==> config.mk <==
export PLATFORM = sky130hd
export DESIGN_NAME = rmq_front
export DESIGN_NICKNAME = d
export VERILOG_FILES = /design/src/hdl/rotation_matrix_to_quaternion_macros.svh /design/src/hdl/rmq_pkg.sv /design/src/hdl/rmq_front.sv
export SDC_FILE = /design/constraint.sdc
export NUM_CORES = 1
export LEC_CHECK = 0
export ABC_AREA = 1
export BUFFER_PORTS_ARGS = -buffer_cell sky130_fd_sc_hd__buf_4
export CAP_MARGIN = 20
export CORE_MARGIN = 3
export CORE_UTILIZATION = 55
export DETAILED_ROUTE_END_ITERATION = 10
export PLACE_DENSITY_LB_ADDON = 0.1
export SLEW_MARGIN = 40
export SYNTH_ARGS = -nofsm -noshare
export SYNTH_HDL_FRONTEND = slang
export SYNTH_SLANG_ARGS = --single-unit
==> constraint.sdc <==
create_clock -name vclk -period 5.39
set_input_delay 0.539 -clock vclk [all_inputs]
set_output_delay 0.539 -clock vclk [all_outputs]
set_load 0.03 [all_outputs]
==> src/hdl/rotation_matrix_to_quaternion_macros.svh <==
// assertion macros for the matrix to quaternion block
`ifndef ROTATION_MATRIX_TO_QUATERNION_MACROS_SVH
`define ROTATION_MATRIX_TO_QUATERNION_MACROS_SVH
// property that holds from one edge to the next
`define RMQ_ASSERT_NEXT(label, clk, rst, ante, cons) \
   label: assert property (@(posedge clk) disable iff (rst) (ante) |=> (cons)) \
      else $error("assertion failed");
// property that holds at the same edge
`define RMQ_ASSERT_NOW(label, clk, rst, ante, cons) \
   label: assert property (@(posedge clk) disable iff (rst) (ante) |-> (cons)) \
      else $error("assertion failed");
`endif

==> src/hdl/rmq_pkg.sv <==
// ----------------------------------------------------------------------------
// rmq_pkg
// types, constants and helpers for the matrix to quaternion block
// ----------------------------------------------------------------------------
`timescale 1ns / 1ps
package rmq_pkg;
   localparam int DW = 16;
   localparam int FB = 14;
   localparam int AW = DW + 3;                // root argument width
   localparam int RAW = AW + FB;              // shifted argument width
   localparam int RW = (RAW + 1) / 2;         // root width
   localparam int SW = DW + 1;                // component sum width
   localparam int NW = SW + FB;               // dividend width
   localparam int QW = NW;                    // quotient width
   localparam int DENW = RW + 1;              // divisor width
   localparam int QDEPTH = 4;
   localparam int QPTRW = 2;

   localparam logic [1:0] ST_OK = 2'd0;
   localparam logic [1:0] ST_ARG = 2'd1;
   localparam logic [1:0] ST_SAT = 2'd2;

   localparam logic signed [DW-1:0] Q_MAX = {1'b0, {(DW-1){1'b1}}};
   localparam logic signed [DW-1:0] Q_MIN = {1'b1, {(DW-1){1'b0}}};

   typedef struct packed {
      logic signed [DW-1:0] m00, m01, m02, m10, m11, m12, m20, m21, m22;
   } req_type;

   typedef struct packed {
      logic signed [DW-1:0] qx, qy, qz, qw;
      logic [1:0] status;
   } rsp_type;

   // classified item: root argument, three signed sums, placement
   typedef struct packed {
      logic bad;
      logic [AW-1:0] arg;
      logic signed [SW-1:0] s0, s1, s2;   // dividends for slots j, k, w or x, y, z
      logic [1:0] main_idx;               // slot of the root component 0..3
   } job_type;

   function automatic logic signed [DW-1:0] clamp(input logic signed [QW:0] v,
                                                  output logic sat);
      sat = 1'b0;
      if (v > (QW+1)'(signed'(Q_MAX))) begin
         sat = 1'b1;
         return Q_MAX;
      end
      if (v < (QW+1)'(signed'(Q_MIN))) begin
         sat = 1'b1;
         return Q_MIN;
      end
      return v[DW-1:0];
   endfunction
endpackage

==> src/hdl/rmq_front.sv <==
// ----------------------------------------------------------------------------
// rmq_front
// trace test, diagonal pick and component sums
// ----------------------------------------------------------------------------
`timescale 1ns / 1ps
module rmq_front import rmq_pkg::*; (
   input  req_type in_data,
   output job_type job
);
   logic signed [DW+1:0] trace;
   logic signed [AW-1:0] a;
   logic signed [DW-1:0] d0, d1, d2;
   always_comb begin
      d0 = in_data.m00;
      d1 = in_data.m11;
      d2 = in_data.m22;
      trace = (DW+2)'(d0) + (DW+2)'(d1) + (DW+2)'(d2);
      job.s0 = '0;
      job.s1 = '0;
      job.s2 = '0;
      a = '0;
      if (!trace[DW+1]) begin
         a = AW'(trace) + AW'(1 << FB);
         job.main_idx = 2'd3;
         job.s0 = SW'(in_data.m21) - SW'(in_data.m12);
         job.s1 = SW'(in_data.m02) - SW'(in_data.m20);
         job.s2 = SW'(in_data.m10) - SW'(in_data.m01);
      end else if (d2 > ((d1 > d0) ? d1 : d0)) begin
         job.main_idx = 2'd2;
         a = AW'(d2) - AW'(d0) - AW'(d1) + AW'(1 << FB);
         job.s0 = SW'(in_data.m20) + SW'(in_data.m02);   // x
         job.s1 = SW'(in_data.m12) + SW'(in_data.m21);   // y
         job.s2 = SW'(in_data.m10) - SW'(in_data.m01);   // w
      end else if (d1 > d0) begin
         job.main_idx = 2'd1;
         a = AW'(d1) - AW'(d2) - AW'(d0) + AW'(1 << FB);
         job.s0 = SW'(in_data.m12) + SW'(in_data.m21);   // z
         job.s1 = SW'(in_data.m01) + SW'(in_data.m10);   // x
         job.s2 = SW'(in_data.m02) - SW'(in_data.m20);   // w
      end else begin
         job.main_idx = 2'd0;
         a = AW'(d0) - AW'(d1) - AW'(d2) + AW'(1 << FB);
         job.s0 = SW'(in_data.m01) + SW'(in_data.m10);   // y
         job.s1 = SW'(in_data.m20) + SW'(in_data.m02);   // z
         job.s2 = SW'(in_data.m21) - SW'(in_data.m12);   // w
      end
      job.bad = a[AW-1] || (a == '0);
      job.arg = job.bad ? '0 : a;
   end
endmodule

==> results of run 1 <==
synth_stat cells, types with 3 or more instances:
cell type	instances
a22oi_1	6
o21bai_1	11
o22ai_1	8
a21boi_0	8
inv_1	310
or2_1	5
nand4_1	21
xor2_1	102
and2_1	3
a21oi_2	3
clkbuf_1	37
nor4_1	5
fa_1	74
o21ai_0	121
a31oi_1	6
buf_1	3
a21boi_1	4
buf_4	6
inv_2	4
nand2_1	427
a21oi_1	187
buf_2	12
nand3_1	104
o22a_1	6
o21ai_1	9
nor3_1	16
o31ai_1	13
ha_1	257
xnor2_1	10
nor2_1	157
a221oi_1	9
o211ai_1	12
or2_2	6
nand3b_1	4
nand2_2	4
a21o_1	25
kinds of logic after synthesis:
| kind of cell | Yosys count | synth area share |
|---|---|---|
| other | 1 | 0.000292 |
| buffers and inverters | 377 | 0.114 |
| AOI/OAI and AO/OA | 434 | 0.193 |
| adders and majority gates | 331 | 0.366 |
| xor gates and xnor gates | 112 | 0.0765 |
| and+or+nand+nor | 760 | 0.249 |
| muxes | 1 | 0.000780 |
through the flow:
stage               std cells  cell area, um^2
floorplan                2016            12900
global placement         2526            14900
detailed placement       2526            14900
CTS                      2534            15100
global route             2577            16200
finish                   2577            16200
cell type report:
| class | count | area share |
|---|---|---|
| multi-input combinational | 1643 | 0.740 |
| timing repair buffer | 305 | 0.159 |
| tap | 313 | 0.0242 |
| inverter | 316 | 0.0770 |
timing repair:
action | in CTS | in global routing
setup endpoints to repair | 18 | 58
resized for setup | 22 | 184
cloned | 4 | 6
buffers inserted | 4 | 38
pin swaps | 5 | 63
power breakdown:
part           leakage [nW]  internal (mW)  switching [mW]
Clock                     0              0               0
Sequential                0              0               0
Combinational          8.81           1.88            3.16
Total                  8.81           1.88            3.16
worst max-delay path by stage:
stage / startpoint / to / slack [ps] / cells after the start
2_1_floorplan: in_data[79] / job[12] / -30 / 26
3_3_place_gp: in_data[131] / job[55] / -60 / 38
3_5_place_dp: in_data[131] / job[55] / -180 / 38
4_1_cts: in_data[143] / job[55] / 10 / 35
5_1_grt: in_data[69] / job[55] / -340 / 35
6_report: in_data[69] / job[59] / -200 / 35
metal layers:
metal / share of wire / vias up
li1: - / 7062
met1: 0.40 / 6685
met2: 0.48 / 616
met3: 0.063 / 117
met4: 0.059 / 0
met5: 0 / -
cell usage in the layout, fill, tap and decap left out, drive strengths merged, types with 13 or more instances in the layout:
cell / count
nand4: 22
a21o: 25
nand3: 108
inv: 304
ha: 257
a21oi: 190
xor2: 102
buf: 301
fa: 74
nand2: 436
nor3: 17
nor2: 157
o31ai: 13
o21ai: 131
==> metrics.cfg, run 1 <==
[run_status]
violations = negative setup slack
status = finished, violations left

[critical_path]
path_delay_family = simple AND/OR/NAND/NOR gates
cpMaxStageDelayCell = ha_4
cp.arrival_ps = 5050
crit_type = in -> out
startpoint_type = input port
crit_path_end_kind = output pin
required_ps = 4850
max_stage_delay_ps = 310
crit_path_max_fanout = 7
path_buf_inv = 7
cp_common_cell = nand2_1

[pwr]
finalPower_mw = 5.05
p_per_area_nw_per_um2 = 311
leakage_nw = 8.81
peakVddDrop_uv = 268

[run]
max_cap_viol_count = 0

[placement]
place_ws_ps = -178
hpwl_um = 37100
io_buffer_count = 216
gp_congestion = 0.969

[die]
die_h_um = 159
ios = 217
chipWidth_um = 159
die_area_um2 = 25200
fp.coreArea_um2 = 22800
core.rowCount = 55
start_util = 0.563

[global_route]
track_usage = 0.327
grt_pass1_wl_um = 68600
grt_pass1_vias = 14000
top_usage_layer = met2
grt_max_degree = 40
antenna_found_initial = 0
met2_usage = 0.589
grt_overflow = 0
use_met3 = 0.0321
grt_util_met1 = 0.393

[synth]
syn_inst = 2016
synth_nets = 2491
synth_area_um2 = 12800
ys_warn_count = 0
yosysSeqAreaShare = 0
avgSynthCellArea_um2 = 6.36
synth.distinct_cells = 53
synth_area_leaders = ha_1 25%, nand2_1 12%, fa_1 12%
synth_top_cell_by_area = ha_1
yosysTopAreaCellShare = 0.251

[finish]
n_fill_cell = 1933
synthToLayoutAreaGrowth_pct = 26.4
antenna_cells = 0
drive_gt1_frac = 0.205
clock_buffers = 0
fin_nets = 2741
seqCellArea_um2 = 0
utilization = 0.712
sequential_cell_total = 0
multiInputGateArea_um2 = 12000

[cts]
cts_hold_buf = 0

[detailed_routing]
wl_um = 46500
drc = 0
first_iter_violations = 1159
ant_nets = 0
vias = 14500
drt-pass1-iter-count = 5
wire_per_inst_um = 18.0
viasPerCell = 5.62

[sta]
worst_slack_ps = -196
holdWs_ps = 1640
post-route-min-period_ps = 5590
final_hold_viol_count = 0
fmax_mhz = 179
tightest_slew_ps = 736
rsz0062_at_grt = true
max-slew-margin-rel = 0.504
timing.final.max_slew_violations = 0
fin_crit_sh = 1.04
fin_setup_tns_ps = -3160
setup_viol = 31

[hold_path]
min_delay_path_depth = 4
worstHoldStart = in_data[113]
hold_path_class = in -> out
worstHoldEndpoint = job[3]

Power figures use the tool's default switching activity.
==> run 2, diff against run 1 <==
==> constraint.sdc (replaced) <==
create_clock -name vclk -period 5.39
set_input_delay 0.539 -clock vclk [all_inputs]
set_output_delay 0.539 -clock vclk [all_outputs]
set_load 0.01 [all_outputs]
==> metrics.cfg, run 2 (synthesis results as in run 1) <==
[critical_path]
startpoint_type = input port
crit_type = in -> out
max_stage_delay_ps = 290
required_ps = 4850
cp_common_cell = nand2_1
crit_path_end_kind = output pin
crit_path_max_fanout = 8
cp.arrival_ps = 4990
cpMaxStageDelayCell = ha_1
cp-startpoint = in_data[138]

[pwr]
finalPower_mw = 4.35
p_per_area_nw_per_um2 = 275
leakage_nw = 8.67
peakVddDrop_uv = 189

[die]
core.rowCount = 55
start_util = 0.563
fp.coreArea_um2 = 22800
chipWidth_um = 159
ios = 217
die_h_um = 159
die_area_um2 = 25200

[hold_path]
worstHoldStart = in_data[0]
hold_path_class = in -> out

[sta]
worst_slack_ps = -134
timing.final.max_slew_violations = 0
post-route-min-period_ps = 5520
fmax_mhz = 181
tightest_slew_ps = 752
setup_viol = 22
max-slew-margin-rel = 0.493
fin_crit_sh = 1.02
holdWs_ps = 1650
rsz0062_at_grt = true
final_hold_viol_count = 0
fin_setup_tns_ps = -2050

[finish]
synthToLayoutAreaGrowth_pct = 23.4
clock_buffers = 0
fin_nets = 2720
final_cell_mix = 409 x nand2_1, 285 x inv_1, 257 x buf_4, 243 x ha_1, 180 x a21oi_1
stdcell_count = 2556
n_fill_cell = 2004
antenna_cells = 0
sequential_cell_total = 0
mostFrequentLayoutCell = nand2_1
seqCellArea_um2 = 0
drive_gt1_frac = 0.180

[placement]
place_ws_ps = -36.2
hpwl_um = 37100
io_buffer_count = 216
dp_cells = 2514
gp_congestion = 1.00

[detailed_routing]
vias = 14400
drt-pass1-iter-count = 5
wl_um = 46200
first_iter_violations = 1057
ant_nets = 0
wire_per_inst_um = 18.1
drc = 0
viasPerCell = 5.65

[global_route]
grt_max_degree = 37
track_usage = 0.320
grt_overflow = 0
grt_pass1_wl_um = 67400
grt_pass1_vias = 13600
antenna_found_initial = 0

[run]
max_cap_viol_count = 0

[run_status]
status = finished, violations left
violations = negative setup slack

[cts]
cts_hold_buf = 0

run 2: cell types whose count changed in the layout (fill, tap and decap cells not counted), moves of 7 or more:
cell,before,now
nand2_2,24,17
nand3_1,94,101
buf_6,27,19
inv_1,278,285
nor2_2,18,9
nor2_1,129,138
nand2_1,401,409
buf_4,265,257
run 2: worst paths after layout:
| kind | to | slack (ps) | cells past startpoint |
|---|---|---|---|
| worst max-delay path | job[55] | -130 | 34 |
| worst min-delay path | job[53] | 1650 | 5 |
run 2: layout make-up:
| type | instances | area [um^2] | area share |
|---|---|---|---|
| Inverter | 316 | 1240 | 0.0786 |
| Multi-Input combinational cell | 1643 | 11900 | 0.750 |
| Tap cell | 313 | 392 | 0.0247 |
| Timing Repair Buffer | 284 | 2320 | 0.147 |
run 2: stage by stage:
| stage | util | area (um^2) |
|---|---|---|
| CTS | 0.651 | 14800 |
| global route | 0.695 | 15800 |
| floorplan | - | 12800 |
| detailed placement | 0.650 | 14800 |
| global placement | 0.650 | 14800 |
| finish | 0.695 | 15800 |
run 2: routing by layer:
layer | vias up | part of all wire | track usage
met5 | - | 0 | 0
met4 | 0 | 0.059 | 0.112
met3 | 125 | 0.063 | 0.0305
met2 | 576 | 0.49 | 0.587
met1 | 6707 | 0.39 | 0.391
li1 | 7026 | - | -
run 2: worst max-delay path, delay by kind of cell:
family	cells	cell delay [ps]
simple gates	22	2570
buf+inv	7	950
fa+ha+maj	2	570
compound gates	3	330
run 2: repair_timing:
item	4_1_cts	5_1_grt
setup endpoints to repair	18	42
cloned	0	11
setup buffers	0	31
resized for setup	3	146
pin swaps	0	44
run 2: where the power goes:
part	total, mW	switching (mW)	internal [mW]
clock	0	0	0
combinational	4.35	2.61	1.74
sequential	0	0	0
total	4.35	2.61	1.74
