## config.mk

```make
export PLATFORM = sky130hd
export DESIGN_NAME = rmq_queue
export DESIGN_NICKNAME = d
export VERILOG_FILES = /design/src/hdl/rmq_pkg.sv /design/src/hdl/rmq_queue.sv
export VERILOG_INCLUDE_DIRS = /design/src /design/src/hdl
export SDC_FILE = /design/constraint.sdc
export NUM_CORES = 1
export LEC_CHECK = 0
export ABC_AREA = 0
export BUFFER_PORTS_ARGS = -buffer_cell sky130_fd_sc_hd__buf_2
export CORE_ASPECT_RATIO = 1.2
export CORE_UTILIZATION = 55
export DETAILED_ROUTE_END_ITERATION = 8
export PLACE_DENSITY = 0.87
export SYNTH_ARGS = -nofsm -noshare
export SYNTH_HDL_FRONTEND = slang
export SYNTH_SLANG_ARGS = --single-unit
```

## constraint.sdc

```tcl
create_clock -name clock -period 18 [get_ports clock]
set_input_delay 1.8 -clock clock [delete_from_list [all_inputs] [get_ports clock]]
set_output_delay 1.8 -clock clock [all_outputs]
set_load 0.01 [all_outputs]
```

## src/hdl/rotation_matrix_to_quaternion_macros.svh

```systemverilog
// assertion macros for the matrix to quaternion block
`ifndef ROTATION_MATRIX_TO_QUATERNION_MACROS_SVH
`define ROTATION_MATRIX_TO_QUATERNION_MACROS_SVH
// property that holds from one edge to the next
`define RMQ_ASSERT_NEXT(label, clk, rst, ante, cons) \
   label: assert property (@(posedge clk) disable iff (rst) (ante) |=> (cons)) \
      else $error("assertion failed");
// property that holds at the same edge
`define RMQ_ASSERT_NOW(label, clk, rst, ante, cons) \
   label: assert property (@(posedge clk) disable iff (rst) (ante) |-> (cons)) \
      else $error("assertion failed");
`endif

```

## src/hdl/rmq_pkg.sv

```systemverilog
// ----------------------------------------------------------------------------
// rmq_pkg
// types, constants and helpers for the matrix to quaternion block
// ----------------------------------------------------------------------------
`timescale 1ns / 1ps
package rmq_pkg;
   localparam int DW = 16;
   localparam int FB = 14;
   localparam int AW = DW + 3;                // root argument width
   localparam int RAW = AW + FB;              // shifted argument width
   localparam int RW = (RAW + 1) / 2;         // root width
   localparam int SW = DW + 1;                // component sum width
   localparam int NW = SW + FB;               // dividend width
   localparam int QW = NW;                    // quotient width
   localparam int DENW = RW + 1;              // divisor width
   localparam int QDEPTH = 4;
   localparam int QPTRW = 2;

   localparam logic [1:0] ST_OK = 2'd0;
   localparam logic [1:0] ST_ARG = 2'd1;
   localparam logic [1:0] ST_SAT = 2'd2;

   localparam logic signed [DW-1:0] Q_MAX = {1'b0, {(DW-1){1'b1}}};
   localparam logic signed [DW-1:0] Q_MIN = {1'b1, {(DW-1){1'b0}}};

   typedef struct packed {
      logic signed [DW-1:0] m00, m01, m02, m10, m11, m12, m20, m21, m22;
   } req_type;

   typedef struct packed {
      logic signed [DW-1:0] qx, qy, qz, qw;
      logic [1:0] status;
   } rsp_type;

   // classified item: root argument, three signed sums, placement
   typedef struct packed {
      logic bad;
      logic [AW-1:0] arg;
      logic signed [SW-1:0] s0, s1, s2;   // dividends for slots j, k, w or x, y, z
      logic [1:0] main_idx;               // slot of the root component 0..3
   } job_type;

   function automatic logic signed [DW-1:0] clamp(input logic signed [QW:0] v,
                                                  output logic sat);
      sat = 1'b0;
      if (v > (QW+1)'(signed'(Q_MAX))) begin
         sat = 1'b1;
         return Q_MAX;
      end
      if (v < (QW+1)'(signed'(Q_MIN))) begin
         sat = 1'b1;
         return Q_MIN;
      end
      return v[DW-1:0];
   endfunction
endpackage

```

## src/hdl/rmq_queue.sv

```systemverilog
// ----------------------------------------------------------------------------
// rmq_queue
// short queue between classifier and arithmetic pipeline
// ----------------------------------------------------------------------------
`timescale 1ns / 1ps
module rmq_queue import rmq_pkg::*; (
   input  logic clock,
   input  logic reset,
   input  logic wr_en,
   input  job_type wr_data,
   output logic full,
   input  logic rd_en,
   output logic empty,
   output job_type rd_data
);
   `include "rotation_matrix_to_quaternion_macros.svh"
   job_type mem_ff [QDEPTH];
   logic [QPTRW-1:0] wp_ff, wp_in, rp_ff, rp_in;
   logic [QPTRW:0] cnt_ff, cnt_in;
   always_comb begin
      wp_in = wp_ff + QPTRW'(wr_en);
      rp_in = rp_ff + QPTRW'(rd_en);
      cnt_in = cnt_ff + (QPTRW+1)'(wr_en) - (QPTRW+1)'(rd_en);
   end
   always_ff @(posedge clock) begin
      if (reset) begin
         wp_ff <= '0;
         rp_ff <= '0;
         cnt_ff <= '0;
      end else begin
         wp_ff <= wp_in;
         rp_ff <= rp_in;
         cnt_ff <= cnt_in;
      end
   end
   always_ff @(posedge clock) begin
      if (wr_en) begin
         mem_ff[wp_ff] <= wr_data;
      end
   end
   assign rd_data = mem_ff[rp_ff];
   assign full = cnt_ff == (QPTRW+1)'(QDEPTH);
   assign empty = cnt_ff == '0;
   `RMQ_ASSERT_NOW(a_no_overrun, clock, reset, full, !wr_en)
   `RMQ_ASSERT_NOW(a_no_underrun, clock, reset, empty, !rd_en)
   `RMQ_ASSERT_NEXT(a_count, clock, reset, wr_en && !rd_en, cnt_ff == $past(cnt_ff) + 1'b1)
endmodule

```

==> results of run 1 <==
[worst min-delay path, cell delays in order, from the launching register on]
cell	delay, ns
dfxtp_1	0.36
xnor2_1	0.15
nor2_1	0.04
[cell type report]
type,count,area [um2]
multi-input cells,95,1860
inverters,4,15.0
repair buffers,155,786
clock buffers,34,702
well taps,261,327
fillers,1222,6740
flip-flops and latches,299,8920
clock inverters,15,205
[metrics by stage]
stage,instance area [um2],utilization (%),cells,hold slack [ns]
after global routing,12800,65.5,863,0.615
after CTS,12800,65.5,863,0.587
final,12800,65.5,863,0.586
after detailed placement,11900,60.9,814,0.570
after global placement,11900,60.9,814,0.560
after floorplan,11000,-,414,0.524
[worst paths after layout]
kind	end	startpoint	slack (ns)	depth (start not counted)
max reg2reg	mem_ff[0][32]$_DFFE_PP_	wp_ff[0]$_SDFF_PP0_	15.50	2
max	rd_data[68]	rp_ff[0]$_SDFF_PP0_	13.27	3
min reg2reg	wp_ff[1]$_SDFF_PP0_	wp_ff[1]$_SDFF_PP0_	0.59	2
min	wp_ff[1]$_SDFF_PP0_	wp_ff[1]$_SDFF_PP0_	0.59	2
[kinds of logic (layout without fill, tap and decap cells)]
logic type,after synthesis,after routing,share of synthesized area (%)
flops,299,299,81.3
mux,73,73,15.0
buf+inv,20,208,1.88
simple gates,14,14,0.708
fa+ha+maj,5,5,0.640
xor+xnor,3,3,0.377
[synthesized netlist by cell type]
cell type,n
edfxtp_1,292
mux4_2,72
buf_2,8
buf_12,7
dfxtp_1,7
ha_1,4
inv_1,4
nor2_1,4
nor2b_1,4
and3_1,2
xnor2_1,2
and3b_1,1
buf_6,1
fa_1,1
mux4_1,1
nand2_1,1
nor3_1,1
nor3b_1,1
xor3_1,1
[metal layers]
| layer | wire length, um | vias to the layer above |
|---|---|---|
| li1 | - | 2110 |
| met5 | 16 | - |
| met3 | 918 | 34 |
| met4 | 384 | 2 |
| met1 | 7490 | 2543 |
| met2 | 10100 | 137 |
[power by group through the flow]
stage	sequential [mW]	clock, mW	combinational [mW]
5_1_grt	0.824	0.613	0.148
2_1_floorplan	0.824	0	0.0974
4_1_cts	0.821	0.590	0.140
3_5_place_dp	0.835	0	0.139
6_report	0.820	0.578	0.137
3_3_place_gp	0.832	0	0.134
[state kept, by name, summed over array words and instances, names as in the netlist]
signal,cells
rp_ff,2
mem_ff,292
wp_ff,2
cnt_ff,3
==> metrics.md, run 1 <==
| Metric | Value |
|---|---|
| Peak VDD IR | `about 0.11 mV` |
| Worst-margin pin slew | `~1.1 ns` |
| Mean area per synthesized cell | `around 26 um2` |
| GRT Util Overall | `18.9%` |
| DRT antenna net count | `0` |
| Detailed Routing Iterations Pass 1 | `4` |
| Comb pwr share | `under 10%` |
| Power per cell area | `120 mW/mm2` |
| Top Family by Delay on Critical Path | `buffers and inverters` |
| Cts repair resizes | `0` |
| CTS tree | `yes` |
| First-pass GRT wire length | `about 28,000 um` |
| Slowest CP cell | `dfxtp_4` |
| Overflow after GRT | `0` |
| Final min period | `around 4.7 ns` |
| Commonest non-fill, non-tap cell in the layout | `edfxtp_1` |
| Drt wl/cell | `~22 um` |
| GPL Wtd Cong | `a little over 0.7` |
| Slew Viols, Final | `0` |
| Worst hold path type | `flip-flop to flip-flop` |
| Post-synth top area share | `about four fifths` |
| NetSw | `~0.32 mW` |
| # DRC | `0` |
| Commonest non-fill, non-tap cells in the layout | `292 x edfxtp_1, 151 x buf_2, 72 x mux4_2, 27 x clkbuf_16, 7 x clkbuf_1` |
| Synth Register Bits | `299` |
| Vias in the first global route | `slightly above 5,000` |
| CTS Hold Bufs | `0` |
| Die Span Y | `around 160 um` |
| Drt initial violations | `260` |
| Clock buffer count from CTS | `27` |
| Ranking of synthesized cells by area | `edfxtp_1 80%, mux4_2 15%, buf_12 1.3%, dfxtp_1 1.3%, ha_1 0.46%` |
| Tcrit/Tclk final | `about a quarter` |
| Clock buffer depth | `3` |
| M2 GR Usage | `~33%` |
| TNS Setup | `0 ns` |
| Worst setup EP type | `output pin` |
| N_diodes | `0` |
| Via/cell ratio | `roughly 5.6` |
| # Post-CTS Setup Buffers | `0` |
| Clk root buf | `clkbuf_16` |
| Post-placement setup slack | `13.71 ns` |
| Total power | `1.53 mW` |
| Fmax | `approximately 210 MHz` |
| CORE AREA | `around 0.02 mm2` |
| GR peak layer | `met2` |
| Routing usage on met1 | `24.4%` |
| Met3 Use GR | `under 10%` |
| Chip Width | `131 um` |
| Syn Nets | `around 500` |
| Area grow syn2layout | `17.0%` |
| WP buf/inv | `2` |
| Post-Syn Instances | `between 400 and 500` |
| Number of nets in the layout | `664` |
| Initial antenna violation count | `1` |
| Clk pwr share | `a little under two fifths` |
| CP max stage delay | `0.83 ns` |
| Crit path setup slack, layout | `13.27 ns` |
| Clock skew | `around 0.0077 ns` |
| Vias post-DR | `approximately 4,800` |
| Netlist cell types | `19` |
| Synth warn | `0` |
| Outcome | `complete, no violations` |
| FP Rows | `56` |
| Htree depth | `1` |
| Port bufs | `approximately 150` |
| Crit path launch type | `flip-flop` |
| Register area share after synthesis | `between 80 and 90%` |
| CP Class | `flip-flop to output pin` |
| Synth area leader | `edfxtp_1` |
| Flop pwr share | `between 50% and 60%` |
| Final HPWL DP | `roughly 11,000 um` |
| Critical Path Fanout Max | `39` |
| Endpoints failing setup | `0` |
| Switch share | `about a fifth` |
| Clock Sinks | `between 200 and 300` |
| Pin count of the biggest net entering global routing | `75` |
| CP Cell Sequence | `buf_4 > mux4_2 > buf_2` |
| Mapped cell area | `~0.011 mm2` |
| LEAKAGE | `~4.3 nW` |
| Share of cells above drive strength 1 | `a little under half` |
| Required @ worst endpoint | `~16 ns` |
| WL final | `~19,000 um` |
| Initial Utilization | `roughly 56%` |
| Crit path DAT | `~2.9 ns` |
| Relative slew slack | `23.7%` |
| Die Area | `just over 0.02 mm2` |
| Int Pwr | `between 1 and 1.5 mW` |
| Max-cap violations | `0` |
| IO Pins | `152` |
| Clk_lat worst skew | `approximately 0.51 ns` |
| RSZ-0062 raised after global routing | `no` |
| Final Hold Vio Count | `0` |
| Clock-pin slew on the worst setup and hold paths | `around 0.060 ns` |
No activity file was read; power rests on OpenSTA's default activity.
==> inputs of run 2 (changes only) <==
==> constraint.sdc (replaced) <==
create_clock -name clock -period 4.5 [get_ports clock]
set_input_delay 0.45 -clock clock [delete_from_list [all_inputs] [get_ports clock]]
set_output_delay 0.45 -clock clock [all_outputs]
set_load 0.01 [all_outputs]
==> run 2 against run 1 <==
Effect of this change: global-route usage fell by 0.061 points; largest power group unchanged; worst setup slack worse by 12 ns; clock power rose to 4.0 times the previous value; critical path depth did not move; hold slack worse by 0.45 ns; via count about the same; non-clock buffer count up 2; sequential share of layout area shrank 0.28 points; sequential power increased to 4.0 times the previous value; die area unchanged; first-iteration DRC count is 12% higher.
==> metrics.md, run 2 (same netlist as run 1, synthesis figures left out) <==
| Metric | Value |
|---|---|
| Outcome | `complete, no violations (unchanged)` |
| Top Registers | `mem_ff (292), cnt_ff (3) (unchanged)` |
| First-pass GRT wire length | `28,200 um (about the same)` |
| Via/cell ratio | `5.56 (was 5.59)` |
| Die Area | `0.0205 mm2 (unchanged)` |
| CP Class | `flip-flop to output pin (unchanged)` |
| CORE AREA | `0.0195 mm2 (unchanged)` |
| Vias post-DR | `4,829 (was 4,826)` |
| Clk root buf | `clkbuf_16 (unchanged)` |
| GPL Wtd Cong | `0.671 (was 0.704)` |
| Drt initial violations | `292 (was 260)` |
| Clock Sinks | `299 (unchanged)` |
| Endpoints failing setup | `0 (unchanged)` |
| Power per cell area | `479 mW/mm2 (was 120 mW/mm2)` |
| Max FFs per register | `292 (unchanged)` |
| Crit path setup slack, layout | `1.55 ns (was 13.27 ns)` |
| Clk pwr share | `37.8% (was 37.6%)` |
| Worst hold path type | `input pin to flip-flop (was flip-flop to flip-flop)` |
| Worst-margin pin slew | `1.12 ns (was 1.14 ns)` |
| Overflow after GRT | `0 (unchanged)` |
| DRT antenna net count | `0 (unchanged)` |
| Tcrit/Tclk final | `about two thirds` |
| Total power | `6.16 mW (was 1.53 mW)` |
| Hold Startpoint | `wr_data[54] (was wp_ff[1]$_SDFF_PP0_)` |
| FP Rows | `56 (unchanged)` |
| Hold Crit Depth | `1 (was 2)` |
| Cts repair resizes | `0 (unchanged)` |
| Htree depth | `1 (unchanged)` |
| Initial antenna violation count | `3 (was 1)` |
| WL final | `19,000 um (was 18,900 um)` |
| Share of cells above drive strength 1 | `45.0% (was 45.3%)` |
| TNS Setup | `0 ns (unchanged)` |
| GRT Util Overall | `18.9% (about the same)` |
| Critical Path Fanout Max | `41 (was 39)` |
| Hold endpoint | `mem_ff[2][54]$_DFFE_PP_ (was wp_ff[1]$_SDFF_PP0_)` |
| Post-DP Area | `0.0119 mm2 (about the same)` |
| Worst r2r src | `wp_ff[0]$_SDFF_PP0_ (unchanged)` |
| CTS Hold Bufs | `0 (unchanged)` |
| Chip Width | `131 um (unchanged)` |
| NetSw | `1.28 mW (was 0.318 mW)` |
| Post-placement setup slack | `1.98 ns (was 13.71 ns)` |
| Clock-pin slew on the worst setup and hold paths | `0.06 ns (about the same)` |
| Area grow syn2layout | `17.4% (was 17.0%)` |
| Fmax | `339 MHz` |
| Comb pwr share | `8.9% (was 9.0%)` |
| CP max stage delay | `0.88 ns (was 0.83 ns)` |
| Final min period | `between 2 and 3 ns` |
| Port bufs | `151 (unchanged)` |
| Required @ worst endpoint | `4.05 ns (was 16.20 ns)` |
| # Post-CTS Setup Buffers | `0 (unchanged)` |
| Reg-to-reg setup timing slack | `2.28 ns (was 15.50 ns)` |
| Flop pwr share | `53.3% (was 53.4%)` |
| R2R cell count | `2 (unchanged)` |
| Final HPWL DP | `11,600 um (was 11,200 um)` |
| Slowest CP cell | `dfxtp_4 (unchanged)` |
| RSZ-0062 raised after global routing | `no (unchanged)` |
| Vias in the first global route | `5,216 (was 5,153)` |
| IO Pins | `152 (unchanged)` |
| Final hold slack | `0.131 ns (was 0.586 ns)` |
| Final std cells w/o fill | `869 (was 863)` |
| Number of nets in the layout | `667 (was 664)` |
| Crit path launch type | `flip-flop (unchanged)` |
| Reg with most FFs | `mem_ff (unchanged)` |
| Detailed Routing Iterations Pass 1 | `4 (unchanged)` |
| Die Span Y | `157 um (unchanged)` |
| Design area | `0.0129 mm2 (was 0.0128 mm2)` |
| LEAKAGE | `4.33 nW (was 4.30 nW)` |
| Relative slew slack | `25.1% (was 23.7%)` |
| Slew Viols, Final | `0 (unchanged)` |
| CTS tree | `yes (unchanged)` |
| R2R Path End | `mem_ff[1][0]$_DFFE_PP_ (was mem_ff[0][32]$_DFFE_PP_)` |
| Fin util | `65.8% (was 65.5%)` |
| Placed insts | `816 (was 814)` |
| # DRC | `0 (unchanged)` |
| Commonest non-fill, non-tap cell in the layout | `edfxtp_1 (unchanged)` |
| Worst setup EP type | `output pin (unchanged)` |
| Drt wl/cell | `21.9 um (about the same)` |
| Final Hold Vio Count | `0 (unchanged)` |
| Clock buffer count from CTS | `28 (was 27)` |
| Clock buffer depth | `3 (unchanged)` |
| Clk_lat worst skew | `0.53 ns (was 0.51 ns)` |
| Clock skew | `0.0223 ns (was 0.00773 ns)` |
| Pin count of the biggest net entering global routing | `75 (unchanged)` |
| Initial Utilization | `56.0% (unchanged)` |
| Max-cap violations | `0 (unchanged)` |
| Int Pwr | `4.88 mW (was 1.22 mW)` |
| Crit path DAT | `2.50 ns (was 2.93 ns)` |
| CP Cell Sequence | `buf_12 > mux4_2 > buf_2 (was buf_4 > mux4_2 > buf_2)` |
| Peak VDD IR | `0.493 mV (was 0.108 mV)` |
| Switch share | `20.7% (about the same)` |
| Commonest non-fill, non-tap cells in the layout | `292 x edfxtp_1, 151 x buf_2, 72 x mux4_2, 29 x clkbuf_16, 7 x clkinv_1 (was 292 x edfxtp_1, 151 x buf_2, 72 x mux4_2, 27 x clkbuf_16, 7 x clkbuf_1)` |
==> run 2: area by class of cell <==
cell class | count | area [um2]
Sequential cell | 299 | 8920
Tap cell | 261 | 327
Inverter | 4 | 15.0
Clock inverter | 15 | 170
Antenna cell | 3 | 7.51
Fill cell | 1231 | 6690
Clock buffer | 35 | 748
Multi-Input combinational cell | 95 | 1860
Timing Repair Buffer | 157 | 813
==> run 2: worst max path at each step <==
stage	cells after the start	startpoint	slack [ns]	to
2_1_floorplan	2	wr_en	0.44	mem_ff[2][0]$_DFFE_PP_
3_3_place_gp	3	rp_ff[0]$_SDFF_PP0_	1.96	rd_data[69]
3_5_place_dp	3	rp_ff[0]$_SDFF_PP0_	1.98	rd_data[69]
4_1_cts	3	rp_ff[0]$_SDFF_PP0_	1.41	rd_data[69]
5_1_grt	3	rp_ff[0]$_SDFF_PP0_	1.34	rd_data[69]
6_report	3	rp_ff[0]$_SDFF_PP0_	1.55	rd_data[70]
==> run 2: per-layer routing <==
metal,GRT usage (%),part of all wire (%)
met1,21.6,37
met2,34.4,55
met3,4.51,6.1
met4,6.13,1.7
met5,0,0
==> run 2: power by group through the flow <==
stage / combinational (mW) / sequential, mW / clock (mW)
finish: 0.549 / 3.28 / 2.32
global route: 0.595 / 3.30 / 2.47
floorplan: 0.390 / 3.29 / 0
global placement: 0.537 / 3.33 / 0
CTS: 0.561 / 3.29 / 2.38
detailed placement: 0.558 / 3.35 / 0
==> run 2: critical path, delay by kind of cell, from the launching register on <==
kind | cells | cell delay, ns
buf+inv | 2 | 0.52
mux | 1 | 0.57
flops | 1 | 0.88
